$ cat config.mk
export PLATFORM = sky130hd
export DESIGN_NAME = mehr_cell
export DESIGN_NICKNAME = d
export VERILOG_FILES = /design/src/rtl/core/mehr_pkg.sv /design/src/rtl/core/mehr_cell.sv
export SDC_FILE = /design/constraint.sdc
export NUM_CORES = 1
export LEC_CHECK = 0
export ABC_AREA = 1
export BUFFER_PORTS_ARGS = -buffer_cell sky130_fd_sc_hd__clkbuf_2
export CORE_MARGIN = 5
export CORE_UTILIZATION = 27
export CTS_CLUSTER_SIZE = 10
export DETAILED_ROUTE_END_ITERATION = 10
export PLACE_DENSITY_LB_ADDON = 0.15
export SLEW_MARGIN = 20
export SYNTH_ARGS = -nofsm -noshare
export SYNTH_HDL_FRONTEND = slang
export SYNTH_SLANG_ARGS = --single-unit
$ cat constraint.sdc
create_clock -name clk -period 3.05 [get_ports clk]
set_input_delay 0 -clock clk [delete_from_list [all_inputs] [get_ports clk]]
set_output_delay 0 -clock clk [all_outputs]
set_load 0.01 [all_outputs]
$ cat src/rtl/core/mehr_pkg.sv
`timescale 1ns / 1ps
`default_nettype none

package mehr_pkg;

    // Width of the read limit field, fixed by the interface.
    localparam int LIMIT_W = 7;
    localparam int TIME_W = 48;

    // Input operation codes.
    typedef enum logic [1:0] {
        OP_BUTTON = 2'd0,
        OP_MOVE   = 2'd1,
        OP_WHEEL  = 2'd2,
        OP_READ   = 2'd3
    } op_t;

    // Controller states.
    typedef enum logic {
        ST_IDLE  = 1'b0,
        ST_DRAIN = 1'b1
    } state_t;

    // One mouse record as held in a cell.
    typedef struct packed {
        logic [7:0]          buttons;
        logic signed [15:0]  x_axis;
        logic signed [15:0]  y_axis;
        logic signed [15:0]  wheel;
        logic signed [15:0]  tilt;
        logic [TIME_W-1:0]   time_res;
    } rec_t;

    // Per-cell control: shift toward the head, or load the new record.
    typedef struct packed {
        logic shift;
        logic load;
    } cell_ctl_t;

    // Controller commands to the cell chain and result stage.
    typedef struct packed {
        logic push;
        logic pop;
        logic full;
        logic fallback;
        logic last;
    } ring_cmd_t;

endpackage

`default_nettype wire

$ cat src/rtl/core/mehr_cell.sv
`timescale 1ns / 1ps
`default_nettype none

// One storage cell of the record chain. The head of the chain holds the
// oldest record; a shift moves every record one place toward the head.
module mehr_cell (
    input  wire                logic clk,
    input  wire mehr_pkg::cell_ctl_t ctl,
    input  wire mehr_pkg::rec_t      neighbor,
    input  wire mehr_pkg::rec_t      fresh,
    output      mehr_pkg::rec_t      rec
);

    mehr_pkg::rec_t rec_reg;
    mehr_pkg::rec_t rec_next;

    // A load of a new record wins over taking the neighbor's record.
    always_comb
    begin
        priority if (ctl.load)
        begin
            rec_next = fresh;
        end
        else if (ctl.shift)
        begin
            rec_next = neighbor;
        end
        else
        begin
            rec_next = rec_reg;
        end
    end

    always_ff @(posedge clk)
    begin
        rec_reg <= rec_next;
    end

    assign rec = rec_reg;

endmodule

`default_nettype wire

==> flow_metrics.py, run 1 <==
metrics = {
    "status": {
        "outcome": "did not finish",
        "error": "[ERROR RSZ-0060] Max buffer count reached.",
        "failing_step": "4_1_cts",
    },
    "placed_design": {
        "io_buffer_count": 362,
        "hpwl_microns": 12700,
        "gp_congestion": 0.7704,
    },
    "die": {
        "die_h_microns": 148.4,
        "die_x_microns": 148.4,
        "row_count": 50,
        "io_pins": 363,
        "start_util_pct": 27.55,
    },
    "synth": {
        "syn-num-nets": 752,
        "synth_top_family_by_area": "simple AND/OR/NAND/NOR gates",
        "ys_ff_latch": 120,
        "synthMuxAreaShare_pct": 0,
        "yosysWarnings": 0,
        "synth_area_sq_um": 5171,
        "synth_compound_area_share_pct": 0,
        "synthSimpleGateAreaFrac_pct": 26.25,
        "synth_xor_area_share_pct": 0,
        "ys_seq_area_share_pct": 69.68,
        "synthAdderAreaFrac_pct": 0,
        "synthCells": 509,
        "synth_cell_type_count": 7,
        "syn_area_per_cell_sq_um": 10.16,
    },
    "clocking": {
        "cts_setup_buffers": 0,
        "numCtsBuffers": 17,
        "post_cts_resized": 0,
        "cts.sinks": 120,
        "cts_root_buffer": "clkbuf_16",
        "htreeDepth": 4,
        "hold_buffers": 224,
        "clk_path_buf_depth": 2,
    },
}
## Yosys cell counts
| cell | n | area (sq um) |
|---|---|---|
| nand2_1 | 360 | 1351 |
| edfxtp_1 | 120 | 3603 |
| buf_2 | 15 | 75.07 |
| buf_6 | 11 | 123.9 |
| buf_4 | 1 | 7.510 |
| inv_2 | 1 | 3.750 |
| or2_2 | 1 | 6.260 |
## metrics by stage
step	hold slack [ns]	area [sq um]	setup WS (ns)	util [%]	cells
3_5_place_dp	0.2653	7122	1.747	37.95	1082
3_3_place_gp	0.2633	7119	1.528	37.93	1082
2_1_floorplan	0.1786	5171	0.8729	-	509
## logic make-up after synthesis
kind of cell           Yosys count
and+or+nand+nor                361
DFF                            120
buffers and inverters           28
==> run 2: changes to the inputs <==
--- a/config.mk
+++ b/config.mk
@@ -8,8 +8,7 @@
 export ABC_AREA = 1
 export BUFFER_PORTS_ARGS = -buffer_cell sky130_fd_sc_hd__clkbuf_2
 export CORE_MARGIN = 5
-export CORE_UTILIZATION = 27
-export CTS_CLUSTER_SIZE = 10
+export CORE_UTILIZATION = 20
 export DETAILED_ROUTE_END_ITERATION = 10
 export PLACE_DENSITY_LB_ADDON = 0.15
 export SLEW_MARGIN = 20
==> run 2 against run 1 <==
Effect of this change:
- the run now ends clean
- synthesized cell count did not move
- synthesized area did not move
==> flow_metrics.py, run 2 <==
metrics = {
    "status": {
        "outcome": "completed",
    },
    "layout": {
        "mostFrequentLayoutCell": "clkbuf_2",
        "fillers": 2506,
        "fin_cells": 1452,
        "mostFrequentLayoutCells": "clkbuf_2, nand2_1, dlygate4sd3_1",
        "finish.utilization_pct": 40.44,
        "synthToLayoutAreaGrowth_pct": 98.04,
        "seqCellArea_sq_um": 3603,
        "drive_gt1_share_pct": 35.50,
        "nets": 1351,
        "multiInputGateArea_sq_um": 1360,
        "largest_reg_flops": 120,
    },
    "global_routing": {
        "grt_pass1_wl_microns": 29810,
        "grt_usage_pct": 13.05,
        "grt_pass1_vias": 6049,
        "overflow": 0,
        "grt_antenna_before_repair": 0,
        "grt_max_degree": 65,
    },
    "routing": {
        "vias": 5659,
        "drt_iter0_markers": 260,
        "met1_length_microns": 7556,
        "routed_wl_microns": 19750,
        "ant_nets": 0,
        "viasPerCell": 3.897,
        "dr_wl_met2_microns": 9690,
        "dr.pass1.iters": 5,
        "dr_wl_met3_microns": 1957,
        "wl_per_cell_microns": 13.60,
        "drcViolationCount": 0,
        "highest_layer": "met4",
    },
    "synth": {
        "synth.largest_area_cell": "edfxtp_1",
        "synth_top_area_share_pct": 69.68,
        "synth_edf_count": 120,
        "synth_area_leaders": "edfxtp_1, nand2_1, buf_6",
        "syn-num-nets": 752,
        "async_flop_share_pct": 0,
        "ys_top_cells_by_count": "nand2_1, edfxtp_1, buf_2",
        "synthCells": 509,
        "synth_area_sq_um": 5171,
        "synth_cell_type_count": 7,
        "syn_area_per_cell_sq_um": 10.16,
        "ys_seq_area_share_pct": 69.68,
        "ys_ff_latch": 120,
        "ys.flop_type": "edfxtp_1",
        "synth_most_common_cell": "nand2_1",
        "yosysWarnings": 0,
    },
    "critical_path": {
        "cp-start-kind": "input pin",
        "path_class": "in2reg",
        "path_max_fanout": 61,
        "max_stage_delay_ns": 0.54,
        "critPathCaptureType": "flip-flop",
        "crit_path_frequent_cell": "nand2_1",
        "required_ns": 3.32,
        "crit_chain": "buf_4 > inv_4 > buf_12 > nand2_1 > nand2_1 > dlygate4sd3_1",
        "cp_data_arrival_time_ns": 1.73,
        "crit_slowest_cell": "dlygate4sd3_1",
    },
    "timing": {
        "setup_tns_ns": 0,
        "relSlewSlack_pct": 53.70,
        "hold_viol_final": 0,
        "worst_pin_slew_ns": 0.6944,
        "fin_ws_ns": 1.595,
        "fin_crit_ns": 1.455,
        "min_period_over_period_pct": 47.69,
        "rsz0062_at_grt": "no",
        "slew_violations": 0,
        "fmax_mhz": 687.4,
        "finalSetupViolations": 0,
    },
    "die": {
        "coreArea_sq_um": 25330,
        "dieArea_sq_um": 29170,
        "start_util_pct": 20.42,
        "die_h_microns": 170.8,
        "die_x_microns": 170.8,
        "row_count": 58,
        "io_pins": 363,
    },
    "placed_design": {
        "place_inst": 1179,
        "hpwl_microns": 13510,
        "io_buffer_count": 362,
        "dp_slack_ns": 1.664,
        "gp_congestion": 0.7304,
    },
    "clocking": {
        "cts_setup_buffers": 0,
        "numCtsBuffers": 17,
        "cts_root_buffer": "clkbuf_16",
        "cts_tree": "yes",
        "clkTransAtPathRegs_ns": 0.06,
        "cts.sinks": 120,
        "clk_path_buf_depth": 2,
        "htreeDepth": 4,
    },
    "min_path": {
        "worstHoldPathType": "in2reg",
    },
    "pwr": {
        "peakVddDrop_mv": 0.3035,
        "p_leak_uw": 0.005147,
        "power_density_nw_per_um2": 492.8,
    },
    "job": {
        "drv_cap": 0,
    },
}
[run 2: report_power, final]
| group | total, uW | internal [uW] | switching [uW] |
|---|---|---|---|
| Combinational | 970 | 535 | 435 |
| Clock | 2000 | 1200 | 797 |
| Sequential | 2070 | 2030 | 48.3 |
| Total | 5050 | 3770 | 1280 |
[run 2: per-stage QoR]
step	hold WS, ns	total power, uW	instance area (sq um)
5_1_grt	0.2609	5313	10240
4_1_cts	0.2347	5138	10240
3_5_place_dp	0.2674	2795	7259
3_3_place_gp	0.2635	2795	7259
6_report	0.2368	5046	10240
2_1_floorplan	0.1786	2398	5171
[run 2: critical path, delay by kind of cell]
family,cells,cell delay (ns)
buffers and inverters,4,1.45
and+or+nand+nor,2,0.18
[run 2: kinds of logic (layout without fill, tap and decap cells)]
family / Yosys count / count (layout) / synth area share [%]
DFF: 120 / 120 / 69.68
and+or+nand+nor: 361 / 361 / 26.25
buffers and inverters: 28 / 640 / 4.065
other: 0 / 1 / 0
[run 2: final timing paths]
check | start | to | slack, ns | depth (start not counted)
worst min-delay path | ctl[0] | rec[9] | 0.24 | 2
worst max-delay path | ctl[0] | rec[59] | 1.60 | 6
[run 2: timing repair]
| action | 4_1_cts | 5_1_grt |
|---|---|---|
| hold buffers | 240 | 0 |
| endpoints found under the hold margin | 120 | 0 |
| gates resized for setup | 0 | 0 |
[run 2: per-layer routing]
layer	global-route usage (%)	vias up
met5	0	-
met4	4.861	0
met3	5.060	34
met2	23.80	246
met1	13.54	2542
li1	-	2837
[run 2: area by class of cell]
class,count,share of cell area [%]
multi-input combinational,361,13.28
inverter,1,0.06109
timing repair buffer,607,41.78
tap,330,4.032
antenna,1,0.02443
clock inverter,15,1.478
clock buffer,17,4.154
sequential,120,35.19
(Power assumes the default switching activity.)
