### src/rtl/core/mehr_pkg.sv
`timescale 1ns / 1ps
`default_nettype none

package mehr_pkg;

    // Width of the read limit field, fixed by the interface.
    localparam int LIMIT_W = 7;
    localparam int TIME_W = 48;

    // Input operation codes.
    typedef enum logic [1:0] {
        OP_BUTTON = 2'd0,
        OP_MOVE   = 2'd1,
        OP_WHEEL  = 2'd2,
        OP_READ   = 2'd3
    } op_t;

    // Controller states.
    typedef enum logic {
        ST_IDLE  = 1'b0,
        ST_DRAIN = 1'b1
    } state_t;

    // One mouse record as held in a cell.
    typedef struct packed {
        logic [7:0]          buttons;
        logic signed [15:0]  x_axis;
        logic signed [15:0]  y_axis;
        logic signed [15:0]  wheel;
        logic signed [15:0]  tilt;
        logic [TIME_W-1:0]   time_res;
    } rec_t;

    // Per-cell control: shift toward the head, or load the new record.
    typedef struct packed {
        logic shift;
        logic load;
    } cell_ctl_t;

    // Controller commands to the cell chain and result stage.
    typedef struct packed {
        logic push;
        logic pop;
        logic full;
        logic fallback;
        logic last;
    } ring_cmd_t;

endpackage

`default_nettype wire

### src/rtl/core/mehr_ctrl.sv
`timescale 1ns / 1ps
`default_nettype none

// Sequencer for the record ring: tracks the fill level, the held button
// state and the connected flag, and walks a read through the chain.
module mehr_ctrl #(
    parameter int RING_DEPTH = 64,
    parameter int CNT_W = 7
) (
    input  wire logic                          clk,
    input  wire logic                          rst_n,
    input  wire logic                          start,
    output      logic                          busy,
    input  wire logic [1:0]                    operation,
    input  wire logic [7:0]                    button_mask,
    input  wire logic                          pressed,
    input  wire logic [mehr_pkg::LIMIT_W-1:0]  read_limit,
    input  wire logic                          connected_we,
    input  wire logic                          connected_wdata,
    output      mehr_pkg::ring_cmd_t           cmd,
    output      logic [CNT_W-1:0]              fill,
    output      logic [7:0]                    held_buttons,
    output      logic [7:0]                    new_buttons
);

    mehr_pkg::state_t state_reg;
    mehr_pkg::state_t state_next;
    logic [CNT_W-1:0] fill_reg;
    logic [CNT_W-1:0] fill_next;
    logic [CNT_W-1:0] left_reg;
    logic [CNT_W-1:0] left_next;
    logic [7:0]       held_buttons_reg;
    logic [7:0]       held_buttons_next;
    logic             connected_reg;

    logic                         accept;
    logic                         is_read;
    logic                         read_go;
    logic                         full;
    logic [mehr_pkg::LIMIT_W-1:0] fill_ext;
    logic [CNT_W-1:0]             take;

    assign accept   = start && (state_reg == mehr_pkg::ST_IDLE);
    assign is_read  = (mehr_pkg::op_t'(operation) == mehr_pkg::OP_READ);
    assign read_go  = accept && is_read && (read_limit != '0);
    assign full     = (fill_reg == CNT_W'(RING_DEPTH));
    assign fill_ext = mehr_pkg::LIMIT_W'(fill_reg);
    assign take     = (fill_ext < read_limit) ? fill_reg : CNT_W'(read_limit);

    // Button state that an event would leave behind.
    always_comb
    begin
        unique case (mehr_pkg::op_t'(operation))
            mehr_pkg::OP_BUTTON:
            begin
                new_buttons = pressed ? (held_buttons_reg | button_mask)
                                      : (held_buttons_reg & ~button_mask);
            end
            mehr_pkg::OP_MOVE, mehr_pkg::OP_WHEEL, mehr_pkg::OP_READ:
            begin
                new_buttons = held_buttons_reg;
            end
            default:
            begin
                new_buttons = held_buttons_reg;
            end
        endcase
    end

    // Next state.
    always_comb
    begin
        state_next = state_reg;
        unique case (state_reg)
            mehr_pkg::ST_IDLE:
            begin
                if (read_go && (fill_reg != '0))
                begin
                    state_next = mehr_pkg::ST_DRAIN;
                end
            end
            mehr_pkg::ST_DRAIN:
            begin
                if (left_reg == CNT_W'(1))
                begin
                    state_next = mehr_pkg::ST_IDLE;
                end
            end
            default:
            begin
                state_next = mehr_pkg::ST_IDLE;
            end
        endcase
    end

    // Outputs of the sequencer.
    always_comb
    begin
        cmd.push     = 1'b0;
        cmd.pop      = 1'b0;
        cmd.full     = full;
        cmd.fallback = 1'b0;
        cmd.last     = 1'b0;
        busy         = 1'b0;
        unique case (state_reg)
            mehr_pkg::ST_IDLE:
            begin
                cmd.push     = accept && !is_read && connected_reg;
                cmd.fallback = read_go && (fill_reg == '0);
            end
            mehr_pkg::ST_DRAIN:
            begin
                busy     = 1'b1;
                cmd.pop  = 1'b1;
                cmd.last = (left_reg == CNT_W'(1));
            end
            default:
            begin
                busy = 1'b1;
            end
        endcase
    end

    // Fill level, records left in the current read, and held buttons.
    always_comb
    begin
        fill_next         = fill_reg;
        left_next         = left_reg;
        held_buttons_next = held_buttons_reg;
        if (cmd.push)
        begin
            held_buttons_next = new_buttons;
            if (!full)
            begin
                fill_next = fill_reg + CNT_W'(1);
            end
        end
        if (cmd.pop)
        begin
            fill_next = fill_reg - CNT_W'(1);
            left_next = left_reg - CNT_W'(1);
        end
        else if (read_go)
        begin
            left_next = take;
        end
    end

    always_ff @(posedge clk or negedge rst_n)
    begin
        if (!rst_n)
        begin
            state_reg        <= mehr_pkg::ST_IDLE;
            fill_reg         <= '0;
            left_reg         <= '0;
            held_buttons_reg <= '0;
            connected_reg    <= 1'b0;
        end
        else
        begin
            state_reg        <= state_next;
            fill_reg         <= fill_next;
            left_reg         <= left_next;
            held_buttons_reg <= held_buttons_next;
            if (connected_we)
            begin
                connected_reg <= connected_wdata;
            end
        end
    end

    assign fill         = fill_reg;
    assign held_buttons = held_buttons_reg;

    // The fill level never passes the ring depth.
    a_fill_bound: assert property (@(posedge clk) disable iff (!rst_n)
        fill_reg <= CNT_W'(RING_DEPTH))
        else $error("fill level above ring depth");

    // While draining, the records left are non-zero and all held.
    a_left_held: assert property (@(posedge clk) disable iff (!rst_n)
        (state_reg == mehr_pkg::ST_DRAIN) |-> (left_reg != '0) && (left_reg <= fill_reg))
        else $error("drain count out of range");

    // Each pop removes exactly one record.
    a_pop_fill: assert property (@(posedge clk) disable iff (!rst_n)
        cmd.pop |=> (fill_reg == $past(fill_reg) - CNT_W'(1)))
        else $error("pop did not drop fill level by one");

    // Pushing into a full ring overwrites and keeps the fill level.
    a_full_push: assert property (@(posedge clk) disable iff (!rst_n)
        (cmd.push && full) |=> (fill_reg == CNT_W'(RING_DEPTH)))
        else $error("fill level changed on overwrite");

endmodule

`default_nettype wire

### config.mk
export PLATFORM = sky130hd
export DESIGN_NAME = mehr_ctrl
export DESIGN_NICKNAME = d
export VERILOG_FILES = /design/src/rtl/core/mehr_pkg.sv /design/src/rtl/core/mehr_ctrl.sv
export SDC_FILE = /design/constraint.sdc
export NUM_CORES = 1
export LEC_CHECK = 0
export ABC_AREA = 1
export BUFFER_PORTS_ARGS = -buffer_cell sky130_fd_sc_hd__buf_4
export CAP_MARGIN = 20
export CORE_MARGIN = 2
export CORE_UTILIZATION = 45
export CTS_BUF_LIST = sky130_fd_sc_hd__clkbuf_2 sky130_fd_sc_hd__clkbuf_4 sky130_fd_sc_hd__clkbuf_8
export CTS_CLUSTER_DIAMETER = 200
export DETAILED_ROUTE_END_ITERATION = 16
export PLACE_DENSITY = 0.81
export SYNTH_ARGS = -nofsm -noshare
export SYNTH_HDL_FRONTEND = slang
export SYNTH_SLANG_ARGS = --single-unit
export TNS_END_PERCENT = 10
### constraint.sdc
create_clock -name clk -period 1.8 [get_ports clk]
set_clock_uncertainty 0.15 [all_clocks]
set_input_delay 0.36 -clock clk [delete_from_list [all_inputs] [get_ports clk]]
set_output_delay 0.36 -clock clk [all_outputs]
set_load 0.01 [all_outputs]
==> summary.txt <==
Setup path
  • Worst Path Max Fanout: 9
  • Worst EP required: 1.29 ns
  • CP bufs+invs: 4
  • CP delay by family, top: buffers and inverters
  • CP max stage cell: dfrtp_2
  • Arr. time, crit path: 1.31 ns
  • CP most frequent cell: buf_4
  • Worst setup EP type: output port
  • Critical-path cell list: buf_4 > inv_2 > buf_6 > nor2_2 > buf_4
  • Slowest cell delay on critical path: 0.47 ns
  • Startpoint types: register
  • Critical path class: reg -> out

Global routing
  • Initial antenna violation count: 0
  • First-pass GRT wire length: 8.55 mm
  • Pin count of the biggest net entering global routing: 25
  • Vias in the first global route: 1913
  • Grt total ovfl: 0
  • Global-route usage over all layers: 21.4%

Min path
  • Worst hold path class: in -> reg

Floorplan
  • Die span in y: 69.2 um
  • Core box area: 4060 sq um
  • Die width: 69.2 um
  • Initial Utilization: 47.2%
  • Ports: 52
  • Die ar.: 4790 sq um
  • Row count: 23

Yosys
  • Synth top area share: 31.4%
  • Post-Syn Instances: 266
  • Syn nets: 303
  • Mapped Area: 1920 sq um
  • #FFs+latches synth: 24
  • Cell variety after synth: 33
  • Syn avg cell area: 7.20 sq um
  • Yosys top cell by area: dfrtp_1
  • Ranking of synthesized cells by area: dfrtp_1, nand2_1, ha_1, inv_1, nand3_1
  • Synth warn: 0
  • Sequential cell area fraction in the yosys report: 31.4%

Clock tree
  • H-tree lvl count: 1
  • Clock tree buffer depth: 2
  • Sink Count: 24
  • Root Buffer: clkbuf_8
  • TritonCTS buffer count: 3
  • Worst-path clk slew: 0.09 ns
  • Clk_lat worst skew: 0.27 ns
  • CTS tree: built

STA
  • Highest clock rate: 0.550 GHz
  • Final setup TNS: -0.0207 ns
  • Fin crit share: 101%
  • Slew HR: 78.1%
  • Final min period: 1.82 ns
  • Final hold vios: 0
  • # setup viols final: 2
  • RSZ-0062 raised after global routing: yes
  • Worst Tran Pin Value: 0.329 ns
  • Final worst slack: -0.0195 ns
  • Final Max Tran Viols: 0

Route
  • Vias post-DR: 2106
  • Post-route ant nets: 0
  • Residual DRC: 0
  • DR vias/cell: 5.25
  • Routed Wire Length: 5.49 mm
  • DR pass1 iterations: 4
  • Initial drt markers: 129
  • WL/cell: 13.7 um

Power and ir drop
  • Power density over cell area: 1890 nW/um^2
  • Switching Fraction: 45.9%
  • Sw power: 2460 uW
  • Logic pwr share: 70.4%
  • Internal power: 2900 uW
  • Clock share of power: 9.1%
  • Sequential power share: 20.5%
  • VDD IR max: 1.25 mV
  • Leak pwr: 0.00149 uW

Final layout
  • Final #Nets: 389
  • Ant diodes: 0
  • Fraction of layout cells with a size suffix above 1: 39.3%
  • Area Overhead vs Synth: 48.4%
  • Max FFs per register: 8
  • Final Util: 70.1%

Outcome
  • Status: complete, but fails checks
  • Failing checks: negative setup slack

Placement
  • RD Place Congestion: 0.802
  • I/O Buffers: 51
  • DP HPWL: 3.66 mm

Job
  • Number of max-cap violations: 0
## Yosys cell counts (all sizes together)
cell type and n:
o22ai 1, xor2 5, mux2 1, inv 37, nand2 79, xnor2 2
o21ai 13, o211ai 1, a21oi 17, nor3 4, fa 1, and3 1
buf 5, ha 13, a31oi 8, nand3 22, clkinv 1, dfrtp 24
nand4 7, nor2 24
## cells by family after synthesis
group | share of synthesized area (%)
flip-flops | 31.4
multiplexers | 0.588
adder cells (fa/ha/maj) | 9.54
AO/OA/AOI/OAI | 12.1
XOR/XNOR | 3.59
buffers and inverters | 9.99
AND/OR/NAND/NOR | 32.8
## per-layer routing
metal  up-vias  share of wire, %  global-route usage, %  wire, um
met4         0               1.3                   6.32        71
met2        60                53                   37.7      2930
met5         -                 0                      0         0
met1      1000                41                   27.5      2250
met3        10               4.4                   2.47       239
li1       1036                 -                      -         -
## worst reg2reg max path, cell delays in order (launching register included)
cell     delay (ns)
dfrtp_2        0.47
buf_6          0.17
buf_4          0.14
ha_1           0.30
nand3_1        0.09
nand3_1        0.08
xor2_1         0.15
nand2_1        0.06
o21ai_1        0.06
## placed cells by master (no fill, tap or decap), types with 3 or more instances in the layout
| master | count |
|---|---|
| o21ai_2 | 3 |
| inv_2 | 6 |
| buf_4 | 76 |
| xor2_1 | 4 |
| a21oi_1 | 14 |
| nor3_2 | 3 |
| dfrtp_2 | 4 |
| nand3_1 | 20 |
| nand4_1 | 6 |
| o21ai_0 | 3 |
| nor2_2 | 4 |
| ha_1 | 6 |
| o21ai_1 | 7 |
| dfrtp_1 | 20 |
| ha_4 | 7 |
| inv_1 | 32 |
| nor2_1 | 16 |
| buf_6 | 7 |
| nand2_2 | 8 |
| clkbuf_8 | 3 |
| nand2_1 | 70 |
| a31oi_1 | 8 |
| nor2_4 | 4 |
## worst paths after layout
kind | startpoint | endpoint | slack, ns | cells past startpoint
worst max register to register | state_reg | fill[3] | 0.03 | 8
worst min register to register | held_buttons[6] | held_buttons[6] | 0.37 | 2
worst max-delay path | state_reg | cmd[0] | -0.02 | 5
min in group asynchronous | rst_n | left_reg[5] | 0.36 | 2
worst min-delay path | connected_wdata | connected_reg | 0.17 | 2
max in group asynchronous | rst_n | fill[2] | 0.86 | 2
## stage by stage
stage	total power [uW]	instance area, sq um	hold slack (ns)	std cells	setup slack (ns)
after global routing	5880	2840	0.163	401	-0.0826
after floorplan	3160	1920	-0.0856	266	0.0455
final	5360	2840	0.169	401	-0.0195
after global placement	4120	2440	0.130	379	0.00978
after CTS	4900	2640	0.170	394	-0.0364
after detailed placement	4180	2440	0.131	379	-0.0184
## power groups by stage
stage	Clock (uW)	Sequential, uW	Combinational [uW]
final	487	1100	3780
after global routing	523	1130	4230
after CTS	489	1070	3350
after detailed placement	0	1110	3080
after global placement	0	1100	3020
after floorplan	0	1160	1990
## area by class of cell
class | instances | area [sq um]
sequential | 24 | 606
fill | 287 | 1210
clock buffer | 3 | 41.3
inverter | 38 | 143
clock inverter | 1 | 30.0
multi-input combinational | 200 | 1280
tap | 50 | 62.6
timing repair buffer | 85 | 679
## timing repair
item / in CTS / in global routing
endpoints found under the setup margin: 4 / 25
resized for setup: 16 / 26
endpoints found under the hold margin: 24 / 0
setup buffers: 10 / 6
hold buffers: 1 / 0
pin swaps: 2 / 19
cloned: 0 / 1
(Power assumes the default switching activity.)
